<file path="src/pcdm_pkg.sv">
// Package for the PWM capture duty meter: widths, word types and FSM codes.
// Depends on nothing; used by every module of the block.
`timescale 1ns / 1ps

package pcdm_pkg;

  // Width of the free-running capture timer; lengths wrap at this width.
  localparam int COUNT_WIDTH = 32;
  // The sum of two lengths needs one bit more so that it cannot wrap.
  localparam int SUM_WIDTH   = COUNT_WIDTH + 1;
  // Widths of the result fields.
  localparam int TICK_WIDTH  = 32;
  localparam int DUTY_WIDTH  = 7;

  // Scale of the duty figure and the number of its bits walked by the divider.
  localparam int DIV_STEPS   = 8;
  localparam int IDX_WIDTH   = $clog2(DIV_STEPS);
  localparam logic [DIV_STEPS-1:0] PCT_SCALE = DIV_STEPS'(100);
  localparam int QUOT_WIDTH  = DIV_STEPS;

  typedef struct packed {
    logic [31:0] capture_time;
    logic        pin_level;
  } cap_word_t;

  typedef struct packed {
    logic [TICK_WIDTH-1:0] high_ticks;
    logic [TICK_WIDTH-1:0] low_ticks;
    logic [DUTY_WIDTH-1:0] duty_percent;
    logic                  duty_valid;
  } res_word_t;

  typedef enum logic [2:0] {
    ST_IDLE,
    ST_SUM,
    ST_DBL,
    ST_ADD,
    ST_DONE,
    ST_OUT
  } state_t;

  // Commands from the controller to the datapath.
  typedef struct packed {
    logic capture;   // take the edge word, update stamps and lengths
    logic start;     // form the period sum and clear the divider
    logic step_dbl;  // doubling half of one divider bit
    logic step_add;  // add half of one divider bit (bit of the scale set)
    logic finish;    // load the result register
  } dp_cmd_t;

  // Cuts or zero-extends a timer value to the counter width.
  function automatic logic [COUNT_WIDTH-1:0] fit_count(input logic [31:0] t);
    logic [COUNT_WIDTH+31:0] w;
    w = {{COUNT_WIDTH{1'b0}}, t};
    return w[COUNT_WIDTH-1:0];
  endfunction

  // Low bits of a length as shown in the result word.
  function automatic logic [TICK_WIDTH-1:0] fit_ticks(input logic [COUNT_WIDTH-1:0] v);
    logic [COUNT_WIDTH+TICK_WIDTH-1:0] w;
    w = {{TICK_WIDTH{1'b0}}, v};
    return w[TICK_WIDTH-1:0];
  endfunction

endpackage

</file>
<file path="src/pcdm_datapath.sv">
// Datapath of the duty meter: edge stamps, pulse lengths and a bit-serial divider.
// Depends on pcdm_pkg; driven by commands from pcdm_ctrl.
`timescale 1ns / 1ps

module pcdm_datapath (
  input  logic                clk,
  input  logic                rst,
  input  pcdm_pkg::dp_cmd_t   cmd,
  input  pcdm_pkg::cap_word_t cap_word,
  output pcdm_pkg::res_word_t res_word
);
  import pcdm_pkg::*;

  logic [COUNT_WIDTH-1:0] rise_stamp;
  logic [COUNT_WIDTH-1:0] fall_stamp;
  logic [COUNT_WIDTH-1:0] high_len;
  logic [COUNT_WIDTH-1:0] low_len;
  logic [SUM_WIDTH-1:0]   sum;
  logic [SUM_WIDTH-1:0]   rem;
  logic [QUOT_WIDTH-1:0]  quot;

  logic [COUNT_WIDTH-1:0] t_now;
  logic [SUM_WIDTH-1:0]   dbl_gap;
  logic [SUM_WIDTH-1:0]   high_ext;
  logic [SUM_WIDTH-1:0]   low_ext;
  logic                   dbl_ge;
  logic                   add_ge;

  assign t_now    = fit_count(cap_word.capture_time);
  assign high_ext = {1'b0, high_len};
  assign low_ext  = {1'b0, low_len};
  // The remainder stays below the sum, so sum - rem is positive.
  assign dbl_gap  = sum - rem;
  assign dbl_ge   = (rem >= dbl_gap);
  // sum - high equals the low length.
  assign add_ge   = (rem >= low_ext);

  // Edge state, reset to zero.
  always_ff @(posedge clk) begin
    if (rst) begin
      rise_stamp <= '0;
      fall_stamp <= '0;
      high_len   <= '0;
      low_len    <= '0;
    end else if (cmd.capture) begin
      if (cap_word.pin_level) begin
        rise_stamp <= t_now;
        low_len    <= t_now - fall_stamp;
      end else begin
        fall_stamp <= t_now;
        high_len   <= t_now - rise_stamp;
      end
    end
  end

  // Divider: rem and quot track high * m = quot * sum + rem as m walks the scale.
  always_ff @(posedge clk) begin
    if (cmd.start) begin
      sum  <= high_ext + low_ext;
      rem  <= '0;
      quot <= '0;
    end else if (cmd.step_dbl) begin
      quot <= {quot[QUOT_WIDTH-2:0], dbl_ge};
      if (dbl_ge) begin
        rem <= rem - dbl_gap;
      end else begin
        rem <= {rem[SUM_WIDTH-2:0], 1'b0};
      end
    end else if (cmd.step_add) begin
      quot <= quot + QUOT_WIDTH'(add_ge);
      if (add_ge) begin
        rem <= rem - low_ext;
      end else begin
        rem <= rem + high_ext;
      end
    end
  end

  always_ff @(posedge clk) begin
    if (cmd.finish) begin
      res_word.high_ticks   <= fit_ticks(high_len);
      res_word.low_ticks    <= fit_ticks(low_len);
      res_word.duty_valid   <= (sum != '0);
      res_word.duty_percent <= (sum != '0) ? quot[DUTY_WIDTH-1:0] : '0;
    end
  end

endmodule

</file>
<file path="src/pcdm_ctrl.sv">
// Controller of the duty meter: handshakes and sequencing of the divider steps.
// Depends on pcdm_pkg; commands pcdm_datapath.
`timescale 1ns / 1ps

module pcdm_ctrl (
  input  logic              clk,
  input  logic              rst,
  input  logic              cap_valid,
  output logic              cap_stall,
  output logic              res_valid,
  input  logic              res_stall,
  output pcdm_pkg::dp_cmd_t cmd
);
  import pcdm_pkg::*;

  state_t                state;
  state_t                state_next;
  logic [IDX_WIDTH-1:0]  bit_idx;
  logic [IDX_WIDTH-1:0]  bit_idx_next;

  always_ff @(posedge clk) begin
    if (rst) begin
      state   <= ST_IDLE;
      bit_idx <= '0;
    end else begin
      state   <= state_next;
      bit_idx <= bit_idx_next;
    end
  end

  always_comb begin
    state_next   = state;
    bit_idx_next = bit_idx;
    cmd          = '0;
    cap_stall    = 1'b1;
    res_valid    = 1'b0;
    case (state)
      ST_IDLE: begin
        cap_stall = 1'b0;
        if (cap_valid) begin
          cmd.capture = 1'b1;
          state_next  = ST_SUM;
        end
      end
      ST_SUM: begin
        cmd.start    = 1'b1;
        bit_idx_next = IDX_WIDTH'(DIV_STEPS - 1);
        state_next   = ST_DBL;
      end
      ST_DBL: begin
        cmd.step_dbl = 1'b1;
        state_next   = ST_ADD;
      end
      ST_ADD: begin
        cmd.step_add = PCT_SCALE[bit_idx];
        if (bit_idx == '0) begin
          state_next = ST_DONE;
        end else begin
          bit_idx_next = bit_idx - 1'b1;
          state_next   = ST_DBL;
        end
      end
      ST_DONE: begin
        cmd.finish = 1'b1;
        state_next = ST_OUT;
      end
      ST_OUT: begin
        res_valid = 1'b1;
        if (!res_stall) begin
          state_next = ST_IDLE;
        end
      end
      default: begin
        state_next = ST_IDLE;
      end
    endcase
  end

endmodule

</file>
<file path="src/pwm_capture_duty_meter_core.sv">
// PWM capture duty meter: one result word per capture word (one signal edge).
// A capture word is taken in idle; the sum, the bit-serial divider (a doubling
// and an add step for each of the 8 bits of the scale) and the result register
// follow, and no new capture word is taken until the result word is taken.
// Reset (rst, synchronous): stamps and lengths clear to zero, controller idles.
`timescale 1ns / 1ps

module pwm_capture_duty_meter_core (
  input  logic                clk,
  input  logic                rst,
  input  logic                cap_valid,
  output logic                cap_stall,
  input  pcdm_pkg::cap_word_t cap_word,
  output logic                res_valid,
  input  logic                res_stall,
  output pcdm_pkg::res_word_t res_word
);
  import pcdm_pkg::*;

  // The controller walks one word at a time through capture, sum, the
  // divider steps and the result register. While a word is in flight the
  // capture side is stalled, so the stamps never change under the divider.
  dp_cmd_t cmd;

  pcdm_ctrl u_ctrl (
    .clk       (clk),
    .rst       (rst),
    .cap_valid (cap_valid),
    .cap_stall (cap_stall),
    .res_valid (res_valid),
    .res_stall (res_stall),
    .cmd       (cmd)
  );

  // The datapath keeps the edge stamps and pulse lengths, and works out the
  // duty as floor(high * 100 / (high + low)) without a wide multiplier:
  // for each bit of 100 it doubles the running remainder and, where the bit
  // is set, adds the high length, reducing modulo the widened sum each time.
  // A zero sum gives a duty of zero, flagged invalid.
  pcdm_datapath u_dp (
    .clk      (clk),
    .rst      (rst),
    .cmd      (cmd),
    .cap_word (cap_word),
    .res_word (res_word)
  );

endmodule

</file>
<file path="config.mk">
export PLATFORM = sky130hd
export DESIGN_NAME = pwm_capture_duty_meter_core
export DESIGN_NICKNAME = d
export VERILOG_FILES = /design/src/pcdm_pkg.sv /design/src/pcdm_datapath.sv /design/src/pcdm_ctrl.sv /design/src/pwm_capture_duty_meter_core.sv
export SDC_FILE = /design/constraint.sdc
export NUM_CORES = 1
export LEC_CHECK = 0
export BUFFER_PORTS_ARGS = -buffer_cell sky130_fd_sc_hd__buf_2
export CELL_PAD_IN_SITES_DETAIL_PLACEMENT = 1
export CELL_PAD_IN_SITES_GLOBAL_PLACEMENT = 1
export CORE_MARGIN = 3
export CORE_UTILIZATION = 45
export DETAILED_ROUTE_END_ITERATION = 12
export PLACE_DENSITY_LB_ADDON = 0.2
export SLEW_MARGIN = 15
export SYNTH_ARGS = -nofsm -noshare
export SYNTH_HDL_FRONTEND = slang
export SYNTH_HIERARCHICAL = 1
export SYNTH_SLANG_ARGS = --single-unit
</file>
<file path="constraint.sdc">
create_clock -name clk -period 14.3 [get_ports clk]
set_input_delay 2.86 -clock clk [delete_from_list [all_inputs] [get_ports clk]]
set_output_delay 2.86 -clock clk [all_outputs]
set_load 0.05 [all_outputs]
</file>
# ---- After elaboration in Yosys (flattened, before gate mapping)
# Memories as Yosys holds them, arrays and structs flattened. A register that Yosys moved wholly into a read port is not among the register bits.
# Cells that the tools add are included.
dict set report classes {
  n_eq_ne 8
  reduce_logical 9
  n_addsub 9
  magnitude_cmp 3
  n_bitwise 1
  mux 23
}
# cell count
set ops {}
lappend ops {{$mux W33} 4}
lappend ops {{$sub A33 B33 Y33} 2}
lappend ops {{$sub A32 B32 Y32} 2}
lappend ops {{$add A32 B32 Y33} 1}
lappend ops {{$add A33 B32 Y33} 1}
lappend ops {{$ge A33 B32 Y1} 1}
lappend ops {{$ge A33 B33 Y1} 1}
lappend ops {{$reduce_bool A33 Y1} 1}
lappend ops {{$sub A33 B32 Y33} 1}
lappend ops {{$mux W3} 6}
lappend ops {{$pmux W3 S6} 1}
lappend ops {{$mux W8} 2}
lappend ops {{$mux W1} 9}
lappend ops {{$add A8 B1 Y8} 1}
lappend ops {{$reduce_and A2 Y1} 4}
lappend ops {{$eq A3 B2 Y1 const B} 2}
lappend ops {{$eq A3 B3 Y1 const B} 2}
lappend ops {{$logic_not A3 Y1} 2}
lappend ops {{$ne A2 B2 Y1 const B} 3}
lappend ops {{$pmux W3 S2} 1}
lappend ops {{$lt A3 B4 Y1 const B} 1}
lappend ops {{$reduce_bool A2 Y1} 2}
lappend ops {{$eq A3 B1 Y1 const B} 1}
lappend ops {{$sub A3 B1 Y3 const B} 1}
lappend ops {{$not A1 Y1} 1}
dict set report totals {
  mem_count 1
  word_cells 67
  romBits 8
  input_bits 37
  regBits 280
  output_inout_bits 74
}
# name depth word_bits read_ports rd_ports_with_merged_regs write_ports line
set memory_table {}
lappend memory_table {{(no name shown)} 8 1 1 1 0 pcdm_ctrl.sv:55} ;# cmd.step_add = PCT_SCALE[bit_idx];

# ---- Depth between registers and ports, before layout
dict set report logic_depth {
  depth_word 5
  mapped_depth 27
  mapped_depth_nobuf 25
}

# ---- Hierarchy
# The synthesis kept the hierarchy.
# mod area_each_um2 seq_area_each_um2 cells_each n_inst
set modules_own_cells {}
lappend modules_own_cells {pcdm_datapath 21474.3 6516.2 2647 1}
lappend modules_own_cells {pcdm_ctrl 488.0 140.1 59 1}

# ---- Least setup slack after synthesis
# No wires, ideal clock.
dict set report synth_path {
  path_type {reg2reg}
  startpoint {register u_ctrl.state[1]}
  endpoint {register u_dp/res_word[0] (netlist name)}
  t_required_ns 13.694
  setup_slack_ns 7.725
  setup_time_ns 0.606
  arrival_time_ns 5.969
  path_buffers 2
  synth_period_minus_slack_ns 6.575
  stages_incl_launch_ff 4
  path_cell_list {dfxtp_1 > clkbuf_1 > clkbuf_1 > nor3b_1}
}
# element line
set synth_lines {}
lappend synth_lines {{from (decl)} pcdm_ctrl.sv:16} ;# state_t state;
lappend synth_lines {{from (signal assigned)} pcdm_ctrl.sv:26} ;# state <= state_next;

# ---- Worst setup path in the final report
dict set report layout_path {
  startpoint {register u_dp.rem[1]}
  endpoint {register u_dp.rem[29]}
}
dict set report layout_via {
  elab_chain_cells 4
}
# element line
set layout_lines {}
lappend layout_lines {{from (decl)} pcdm_datapath.sv:19} ;# logic [SUM_WIDTH-1:0] rem;
lappend layout_lines {{from (signal assigned)} pcdm_datapath.sv:65} ;# rem <= rem - dbl_gap;
lappend layout_lines {{from (signal assigned)} pcdm_datapath.sv:67} ;# rem <= {rem[SUM_WIDTH-2:0], 1'b0};
lappend layout_lines {{from (signal assigned)} pcdm_datapath.sv:72} ;# rem <= rem - low_ext;
lappend layout_lines {{$sub A33 B33 Y33 (tied with other cells)} pcdm_datapath.sv:33} ;# assign dbl_gap = sum - rem;
lappend layout_lines {{$sub A33 B33 Y33 (tied with other cells)} pcdm_datapath.sv:65}
lappend layout_lines {{$mux W33 (on tied branches)} {pcdm_datapath.sv:64, pcdm_datapath.sv:69}}
lappend layout_lines {{$mux W33 *} pcdm_datapath.sv:62} ;# end else if (cmd.step_dbl) begin
# Every way passes the cells marked *; elsewhere a longest branch is shown, timed or not. The select of a mux whose other input is x is not followed.
# A chain may end at the register's enable or synchronous reset.

==> Flow_metrics.wiki <==
{| class="wikitable"
! Metric !! Value
|-
| Result of the run || finished, final reports clean
|-
| Critical path launch point type || flop
|-
| Antenna-violating nets left || 0
|-
| Total cell area at the placement stage || 23,000 sq um
|-
| Finished Layout Cells || 3,412
|-
| CP Capture Point || u_dp/rem[29]$_SDFFE_PP0P_
|-
| Startpoint of the worst register-to-register path || u_dp/rem[1]$_SDFFE_PP0P_
|-
| IO Count || 111
|-
| Footprint of the multi-input gates || 14,200 sq um
|-
| Clock-pin slew reported for the worst setup and hold paths after clock tree synthesis || 0.06 ns
|-
| Peak supply drop || 0.0000983 V
|-
| Unrepaired setup endpoints after global routing || no
|-
| Power density cells || 229 nW/um^2
|-
| Width of the die || 227 microns
|-
| Crit path time final || 6.48 ns
|-
| Count of maximum capacitance violations || 0
|-
| Reg2reg setup slack || 7.82 ns
|-
| Endpoint type of the worst setup path || flop
|-
| Classification of the worst setup path || flop to flop
|-
| Worst Tran Pin Value || 1.13 ns
|-
| CTS tree || yes
|-
| Final wirelength || 73,900 microns
|-
| Cell internal pwr || 2.78 mW
|-
| Prevailing post-synth register cell || sky130_fd_sc_hd__dfxtp_1
|-
| Number of clock sinks || 280
|-
| Cell depth of the worst flop-to-flop path || 24
|-
| Count of flip-flops with a built-in enable after synthesis || 105
|-
| Share of layout cells above drive strength 1 || 0.0815
|-
| Register share of total power || 0.202
|-
| Number of cells in the design after placement || 3,346
|-
| Number of buffers inserted by hold repair at cts || 0
|-
| Leakage dissipation || 9.97 nW
|-
| Number of buffer cells added on primary ports || 110
|-
| Vias after detailed routing || 20,400
|-
| Total DRC errors in the routed layout || 0
|-
| Fraction of registers with async set/reset || 0
|-
| Launch point of the worst path || u_dp/rem[1]$_SDFFE_PP0P_
|-
| Filler cell count in the final layout || 5,824
|-
| Setup bufs post-CTS || 0
|-
| Net switching power || 2.75 mW
|-
| Drt via density || 5.97
|-
| Detailed-router iteration count before antenna repair || 5
|-
| Inserted Clock Buffers || 36
|-
| Fmax || 154 MHz
|-
| Post-route standard cell area excluding fillers || 24,200 sq um
|-
| Overall die area || 51,500 sq um
|-
| Worst setup skew after layout || 0.0237 ns
|-
| Number of gates resized after CTS || 0
|-
| Synthesized Nets || 2,978
|-
| 1st-iter DRT viols || 1,206
|-
| Sw Ratio || 0.498
|-
| GRT Total Usage || 0.284
|-
| Std cell rows || 80
|-
| Number of warning messages in the yosys log || 6
|-
| Clock insertion delay at the later pin of the skew report || 0.57 ns
|-
| Worst flop-to-flop path endpoint || u_dp/rem[29]$_SDFFE_PP0P_
|-
| Class of the most critical hold timing path || flop to flop
|-
| Post-detail-place hpwl || 56,800 microns
|-
| Maximum root-to-sink buffer count || 3
|-
| Logic pwr share || 0.631
|-
| Number of cells produced by synthesis || 2,706
|-
| Maximum fanout along the worst path || 41
|-
| Fin. max-slew vios || 0
|-
| Global-route wire length before repair || 116,000 microns
|-
| Pin count of the biggest net entering global routing || 78
|-
| Part of the power in the clock network || 0.166
|-
| Count of H-tree levels built during CTS || 2
|-
| Data required time of the critical path || 14.75 ns
|-
| Syn-to-layout area delta || 10.1%
|-
| Count of nets after finishing || 3,041
|-
| Sum Neg Setup Slack || 0 ns
|-
| Core Footprint || 47,900 sq um
|-
| Share of the cycle needed by the critical path after routing || 0.453
|-
| Total inserted antenna cells || 0
|-
| CP arrival || 6.92 ns
|-
| Synthesized cell area || 22,000 sq um
|-
| Synthesis-stage register bit count || 280
|-
| Total grt overflow || 0
|-
| Sequential cell area || 6660 sq um
|-
| Final setup violation count || 0
|-
| Worst slew margin relative to its limit || 0.242
|-
| Cell chosen for the clock root || sky130_fd_sc_hd__clkbuf_16
|-
| Die Y-Extent || 227 microns
|-
| Number of unique standard cell types used by synthesis || 92
|-
| Final number of hold-violating endpoints || 0
|-
| Part of the Yosys area used for sequential elements || 0.303
|-
| Via count of the first global-routing pass || 20,600
|-
| Number of antenna violations at the first check in global routing || 1
|-
| Average wire length per cell after detail routing || 21.7 microns
|-
| Initial Utilization || 0.458
|-
| Average footprint of a synthesized cell || 8.12 sq um
|-
| Placer congestion estimate || 0.921
|}
-- cell usage in the layout (no fill, tap or decap), types with 38 or more instances in the layout --
cell	count
sky130_fd_sc_hd__buf_2	109
sky130_fd_sc_hd__inv_1	198
sky130_fd_sc_hd__edfxtp_1	105
sky130_fd_sc_hd__nand3_1	79
sky130_fd_sc_hd__o21a_1	38
sky130_fd_sc_hd__xor2_1	56
sky130_fd_sc_hd__nand2_1	336
sky130_fd_sc_hd__a21o_1	86
sky130_fd_sc_hd__nor2_1	180
sky130_fd_sc_hd__a21oi_1	321
sky130_fd_sc_hd__ha_1	228
sky130_fd_sc_hd__xnor2_1	121
sky130_fd_sc_hd__nor3_1	43
sky130_fd_sc_hd__o21ai_0	123
sky130_fd_sc_hd__dfxtp_1	175
sky130_fd_sc_hd__a211oi_1	44
-- Yosys cell counts, drive strengths merged (23+ instances only) --
cell type,number,area [sq um]
nand2,338,1270
a21oi,322,1620
ha,228,2850
inv,199,747
nor2,181,682
dfxtp,175,3500
o21ai,128,641
xnor2,121,1060
edfxtp,105,3150
a21o,86,646
nand3,79,395
clkbuf,69,260
xor2,56,490
a211oi,44,330
nor3,44,220
o21a,38,285
a31oi,33,213
nor2b,31,201
nand2b,30,188
o211ai,28,220
buf,27,158
and3,24,150
o21bai,24,180
nand4,23,144
-- routing by layer --
layer | global-route usage | wire length (microns) | vias up
li1 | - | - | 9873
met1 | 0.390 | 34600 | 9969
met2 | 0.475 | 34600 | 427
met3 | 0.0276 | 2480 | 101
met4 | 0.0845 | 2190 | 2
met5 | 0 | 13 | -
-- cell families after synthesis --
family,Yosys count,synth area share
buf+inv,296,0.0532
compound gates,852,0.249
simple gates,843,0.177
flops,280,0.303
xor+xnor,177,0.0706
mux,23,0.0106
fa+ha+maj,235,0.136
-- cell type report --
class	instances	share of cell area
clock buffer	41	0.0389
clock inverter	25	0.0107
inverter	200	0.0310
multi-input combinational	2130	0.586
sequential	280	0.275
tap	615	0.0318
timing repair buffer	121	0.0263
-- worst min-delay path by stage --
stage                                      from                          endpoint  slack (ns)  cells after the start
6_report       u_dp/fall_stamp[11]$_SDFFE_PP0P_  u_dp/fall_stamp[11]$_SDFFE_PP0P_        0.46                      2
5_1_grt        u_dp/rise_stamp[29]$_SDFFE_PP0P_  u_dp/rise_stamp[29]$_SDFFE_PP0P_        0.47                      2
4_1_cts        u_dp/rise_stamp[27]$_SDFFE_PP0P_  u_dp/rise_stamp[27]$_SDFFE_PP0P_        0.46                      2
3_5_place_dp   u_dp/rise_stamp[14]$_SDFFE_PP0P_  u_dp/rise_stamp[14]$_SDFFE_PP0P_        0.45                      2
3_3_place_gp   u_dp/rise_stamp[14]$_SDFFE_PP0P_  u_dp/rise_stamp[14]$_SDFFE_PP0P_        0.44                      2
2_1_floorplan     u_dp/low_len[23]$_SDFFE_PP0P_       u_dp/res_word[31]$_DFFE_PP_        0.43                      0
-- power by group through the flow --
stage / combinational, mW / clock, mW / sequential [mW]
finish: 3.49 / 0.919 / 1.12
global route: 3.85 / 0.973 / 1.13
CTS: 3.46 / 0.942 / 1.11
detailed placement: 3.42 / 0 / 1.13
global placement: 3.35 / 0 / 1.12
floorplan: 2.56 / 0 / 1.10
-- per-stage QoR --
stage	power (mW)	setup WS, ns	hold WS [ns]	util
2_1_floorplan	3.65	7.73	0.434	-
3_3_place_gp	4.47	8.17	0.442	0.479
3_5_place_dp	4.55	7.93	0.449	0.479
4_1_cts	5.51	7.85	0.459	0.504
5_1_grt	5.96	7.34	0.474	0.504
6_report	5.53	7.82	0.455	0.504
-- state kept, by name, indices dropped and copies added, names as in the netlist, named ones only --
register         cells
u_dp/fall_stamp     32
u_dp/quot            7
u_dp/res_word       72
u_ctrl/bit_idx       3
u_ctrl/state         3
u_dp/rem            33
u_dp/high_len       32
u_dp/rise_stamp     32
u_dp/sum            33
u_dp/low_len        32
-- worst max-delay path, cell delays in order (launching register included) --
cell and delay [ns]:
sky130_fd_sc_hd__dfxtp_1 0.50, sky130_fd_sc_hd__inv_1 0.20, sky130_fd_sc_hd__ha_1 0.31, sky130_fd_sc_hd__nor2b_1 0.14, sky130_fd_sc_hd__o21a_1 0.18, sky130_fd_sc_hd__o21ai_0 0.24, sky130_fd_sc_hd__a21oi_1 0.17, sky130_fd_sc_hd__a41o_1 0.35
sky130_fd_sc_hd__a2111o_1 0.47, sky130_fd_sc_hd__nand3_1 0.12, sky130_fd_sc_hd__nand2b_1 0.07, sky130_fd_sc_hd__mux2i_1 0.11, sky130_fd_sc_hd__a2111oi_0 0.59, sky130_fd_sc_hd__ha_1 0.42, sky130_fd_sc_hd__nand4_1 0.14, sky130_fd_sc_hd__nor4_1 0.08
sky130_fd_sc_hd__nand3_1 0.09, sky130_fd_sc_hd__nor4_1 0.05, sky130_fd_sc_hd__o21a_1 0.18, sky130_fd_sc_hd__a311oi_1 0.48, sky130_fd_sc_hd__nand2_2 0.45, sky130_fd_sc_hd__buf_4 0.42, sky130_fd_sc_hd__o211ai_1 0.17, sky130_fd_sc_hd__o311ai_0 0.17
sky130_fd_sc_hd__a211oi_1 0.24
Note: power is estimated with default switching activity, not from simulation.
